`config.mk`:
```
export PLATFORM = sky130hd
export DESIGN_NAME = swoi_cell
export DESIGN_NICKNAME = d
export VERILOG_FILES = /design/src/hw/rtl/swoi_pkg.sv /design/src/hw/rtl/swoi_cell.sv
export SDC_FILE = /design/constraint.sdc
export NUM_CORES = 1
export LEC_CHECK = 0
export ABC_AREA = 1
export BUFFER_PORTS_ARGS = -buffer_cell sky130_fd_sc_hd__buf_4
export CORE_UTILIZATION = 41
export CTS_CLUSTER_SIZE = 10
export DETAILED_ROUTE_END_ITERATION = 10
export HOLD_SLACK_MARGIN = 0.15
export PLACE_DENSITY = 0.83
export SKIP_LAST_GASP = 1
export SLEW_MARGIN = 20
export SYNTH_ARGS = -nofsm -noshare
export SYNTH_HDL_FRONTEND = slang
export SYNTH_SLANG_ARGS = --single-unit
```
`constraint.sdc`:
```
create_clock -name clk -period 2.25 [get_ports clk]
set_input_delay 0.225 -clock clk [delete_from_list [all_inputs] [get_ports clk]]
set_output_delay 0.225 -clock clk [all_outputs]
set_load 0.02 [all_outputs]
```
`src/hw/rtl/swoi_pkg.sv`:
```
`timescale 1ns / 1ps
// ----------------------------------------------------------------------------
// swoi_pkg
// shared types and constants for the argsort insertion chain
// ----------------------------------------------------------------------------
package swoi_pkg;

    localparam int SWOI_MAX_ITEMS = 64;
    localparam int VALUE_W        = 32;
    localparam int INDEX_W        = 6;

    // payload held by one cell
    typedef struct packed {
        logic signed [VALUE_W-1:0] value;
        logic [INDEX_W-1:0]        index;
    } data_t;

    // cell contents with occupancy flag
    typedef struct packed {
        logic  valid;
        data_t data;
    } entry_t;

    // chain-wide control
    typedef struct packed {
        logic insert;
        logic shift_out;
    } ctrl_t;

endpackage

```
`src/hw/rtl/swoi_cell.sv`:
```
`timescale 1ns / 1ps
// ----------------------------------------------------------------------------
// swoi_cell
// one insertion cell: keeps its slot of the sorted set, takes the new value,
// its left neighbor's entry or its right neighbor's entry
// ----------------------------------------------------------------------------
module swoi_cell (
    input  logic            clk,
    input  logic            rst_n,
    input  swoi_pkg::ctrl_t ctrl,
    input  swoi_pkg::data_t new_item,
    input  swoi_pkg::entry_t left_entry,
    input  logic            left_greater,
    input  swoi_pkg::entry_t right_entry,
    output swoi_pkg::entry_t entry,
    output logic            greater
);
    import swoi_pkg::*;

    logic  valid_reg;
    logic  valid_next;
    data_t data_reg;
    data_t data_next;

    // empty slot counts as larger than anything; ties keep the older entry
    assign greater = !valid_reg || ($signed(data_reg.value) > $signed(new_item.value));

    assign entry.valid = valid_reg;
    assign entry.data  = data_reg;

    // next contents
    always_comb
    begin
        valid_next = valid_reg;
        data_next  = data_reg;
        priority if (ctrl.shift_out)
        begin
            valid_next = right_entry.valid;
            data_next  = right_entry.data;
        end
        else if (ctrl.insert && greater)
        begin
            if (left_greater)
            begin
                valid_next = left_entry.valid;
                data_next  = left_entry.data;
            end
            else
            begin
                valid_next = 1'b1;
                data_next  = new_item;
            end
        end
    end

    // occupancy flag
    always_ff @(posedge clk or negedge rst_n)
    begin
        if (!rst_n)
            valid_reg <= 1'b0;
        else
            valid_reg <= valid_next;
    end

    // payload
    always_ff @(posedge clk)
    begin
        data_reg <= data_next;
    end

endmodule

```
# Word-level counts from Yosys, hierarchy flattened
# Index checks and enable logic that the tools add are counted.
# totals
reg_bits,39
latchBits,0
mem_bits_rw,0
rom_bits,0
in_bits,121
output_inout_bits,40
word_cells,14
mem_count,0
# op_classes
addsub,0
mul,0
div,0
magnitude_cmp,1
eq_ne,0
shift,0
muxes,6
bitwise,0
reduce_logical,4
# op_table
operator,count
$mux 38,3
$gt 32x32->1,1
$mux 1,3
$reduce_bool 2->1,1
$logic_and 1x1->1,1
$logic_not 1->1,1
$logic_or 1x1->1,1

# Depth between registers and ports, before layout
# logic_depth
depth_word,5
depth_mapped,20
depth_no_buf,20

# Worst setup path after synthesis
# No wires, ideal clock.
# synth_path
kind,reg-to-reg
start,"register data_reg, in the netlist entry[37]"
end,"register data_reg, in the netlist entry[0] (enable)"
setup_time_ns,0.379
arrival_time_ns,2.147
required_time_ns,1.871
path_slack_ns,-0.276
stages_incl_launch_ff,12
n_path_buf,0
synth_period_minus_slack_ns,2.526
cell_sequence,edfxtp_1 -> ha_1 -> a21oi_1 -> o21a_1 -> nand2_1 -> a21oi_1 -> nand2_1 -> nand2_1 -> nand3_2 -> nand2_2 -> nand2_2 -> nand2_2
# synth_via
elab_chain_cells,4
# synth_lines
element,line_no,rtl
start: declaration,swoi_cell.sv:22,data_t data_reg;
start signal: assignment,swoi_cell.sv:68,data_reg <= data_next;
$gt 32x32->1,swoi_cell.sv:26,assign greater = !valid_reg || ($signed(data_reg.value) > $signed(new_item.value));
$logic_or 1x1->1,swoi_cell.sv:26,
net greater,swoi_cell.sv:16,output logic greater
$logic_and 1x1->1,swoi_cell.sv:41,else if (ctrl.insert && greater)
$reduce_bool 2->1 (no line),-,
# The timed path passes the listed nets, and every way through them passes these cells.
# A chain may end at the register's enable or synchronous reset.

# Worst setup path in the final report
# layout_path
start,"register data_reg, in the netlist entry[27]"
end,output port greater
# layout_via
elab_chain_cells,2
# layout_lines
element,line_no
$gt 32x32->1,swoi_cell.sv:26
$logic_or 1x1->1,swoi_cell.sv:26
end: declaration,swoi_cell.sv:16
# No other way between the ends.

==> out/qor.yml <==
status: "complete, no violations"
syn_area_um2: 2849
critPathRequiredTime_ps: 2030
path_class: "reg2out"
ys_ff_latch: 39
routed_wl_um: 8528
p_leak_nw: 2.197
drtIter0Drc: 117
finalSetupViolations: 0
combPwrFrac: 0.382
switching_share: 0.3244
top_layer: "met4"
num_vias: 3072
hpwl_um: 6469
syn_nets: 518
antenna_left: 0
avgRoutedWirePerCell_um: 13.96
routabilityCongestion: 0.7960
cts_tree: "built"
max_freq_ghz: 0.4582
cp_top_family: "simple AND/OR/NAND/NOR gates"
areaGrowthSynthToFinish_pct: 53.67
dieHeight_um: 85.36
row_count: 30
drv_cap: 0
fin_tns_setup_ps: 0
synthDistinctLibCells: 23
final_nets: 683
most-common-layout-cells: "173 x buf_4, 86 x a21oi_1, 80 x nand2_1, 43 x nor2_1, 41 x inv_1"
crit_slowest_cell: "edfxtp_1"
clkPwrFrac: 0.197
grt_pass1_vias: 3037
portBuffers: 160
worstHoldPathType: "in2async"
vias_per_cell: 5.028
core_area_um2: 6756
antenna_found_initial: 0
boundaryPins: 161
cts-root-buf: "clkbuf_8"
arrival_ps: 1960
period_needed_ps: 2182
ir_drop_uv: 396.8
drive_gt1_frac: 0.3766
internal_power_mw: 1.529
max_stage_delay_ps: 390
grt_max_degree: 40
worst_path_most_repeated_cell: "nand2_1"
syn_avg_cell_area_um2: 7.805
gr-total-overflow: 0
clock_sinks: 39
tightest_slew_ps: 745.6
cts_buffer_depth: 2
reg2reg_from: "entry[25]"
clkTransAtPathRegs_ps: 70
die_area_um2: 7286
synth_warnings: 0
finalMaxSlewViolations: 0
power_density_nw_per_um2: 516.9
skew_ps: 6.480
diodes: 0
cp_num_buf_inv: 1
hold_viol: 0
largest_reg_flops: 38
syn_inst: 365
grt_first_pass_wirelength_um: 13370
wl_met1_um: 3420
rsz0062_at_grt: "true"
final_util: 0.6480
wl_met3_um: 504
fp.dieW_um: 85.36
p_seq_frac: 0.421
end_kind: "output pin"
htree_levels: 2
worstSkewPairLatency_ps: 290
p_switching_uw: 734.1
synth-seq-area-share: 0.4093
layout_commonest_cell: "buf_4"
drc_errors: 0
slew_headroom: 0.5024
drt_pre_antenna_iters: 4
rrSetupSlack_ps: 90
start_util: 0.4217
critPathLaunchType: "flop"
cp_max_fo: 2
groute.usage.overall: 0.2317
met2_wirelength_um: 4444
critPathLaunch: "entry[27]"
fin_crit_sh: 0.9699
numCtsBuffers: 5
crit_chain: "ha_1, nand2_1, nor2_2, nand4_2, nor2_2, nand2_1, nand2_1, nand2_1, nand3_2, nand2_2, buf_4"
-- cells by family after synthesis --
family                   count (synthesis)  synth area share
adder cells (fa/ha/maj)                 32            0.1405
AO/OA/AOI/OAI                           96            0.1713
flip-flops                              39            0.4093
AND/OR/NAND/NOR                        138            0.1946
buffers and inverters                   60           0.08432
-- area by class of cell --
type                            instances  area, µm²
Clock buffer                            6      72.57
Sequential cell                        39       1166
Fill cell                             583       2379
Multi-Input combinational cell        267       1562
Timing Repair Buffer                  174       1309
Inverter                               43      161.4
Tap cell                               80      100.1
Clock inverter                          2      7.507
-- power groups by stage --
stage                     clock network, mW  logic, mW  registers (mW)
after floorplan                           0      0.331            1.05
after global placement                    0      0.783           0.959
after detailed placement                  0      0.806           0.965
after CTS                             0.455      0.819           0.949
after global routing                  0.488      0.949           0.961
final                                 0.445      0.864           0.954
-- stage by stage --
| step | instances | total power [mW] | setup slack (ps) | hold WS (ps) | cell area [µm²] |
|---|---|---|---|---|---|
| 4_1_cts | 603 | 2.223 | 16.55 | 228.3 | 4235 |
| 2_1_floorplan | 365 | 1.383 | 26.27 | -70.59 | 2863 |
| 3_5_place_dp | 593 | 1.771 | -21.01 | 2.788 | 4123 |
| 5_1_grt | 611 | 2.399 | -53.88 | 228.0 | 4378 |
| 6_report | 611 | 2.263 | 67.65 | 233.9 | 4378 |
| 3_3_place_gp | 593 | 1.742 | 37.42 | 3.783 | 4123 |
-- per-layer routing --
metal,track usage,vias up
li1,-,1551
met1,0.2640,1405
met2,0.4311,103
met3,0.04767,13
met4,0.07727,0
met5,0,-
-- synthesized netlist by cell type (all sizes together) --
cell type | number | area [µm²]
edfxtp | 38 | 1141
buf | 7 | 31.28
nor2 | 48 | 185.2
o21a | 2 | 15.01
ha | 32 | 400.4
dfrtp | 1 | 25.02
nand2 | 84 | 325.3
inv | 42 | 157.7
nand3 | 4 | 25.02
clkinv | 1 | 3.750
nand4 | 2 | 18.77
o21ai | 3 | 15.01
a21o | 1 | 7.510
a21oi | 90 | 450.4
clkbuf | 10 | 47.54
-- worst register-to-register path, cell delays in order (launching register included) --
cell	delay, ps
edfxtp_1	430
ha_1	310
a21oi_1	170
nand2_1	70
nand2_1	50
nand2_1	80
a21oi_2	150
nand2_1	70
nand2_1	60
nand3_2	60
nand2_2	70
nand2_2	140
nand2_8	190
-- final timing paths --
check	to	depth (start not counted)
setup / recovery	greater	11
hold / removal	valid_reg	2
setup reg to reg	entry[23]	12
hold reg to reg	valid_reg	2
max in group asynchronous	valid_reg	2
min in group clk	entry[5]	3
-- what timing repair did --
action | in CTS | in global routing
cloned | 1 | 0
resized for setup | 2 | 12
pin swaps | 0 | 3
setup buffers | 0 | 8
endpoints found under the setup margin | 39 | 40
hold buffers | 1 | 0
hold endpoints to repair | 1 | 0
Note: power is estimated with default switching activity, not from simulation.
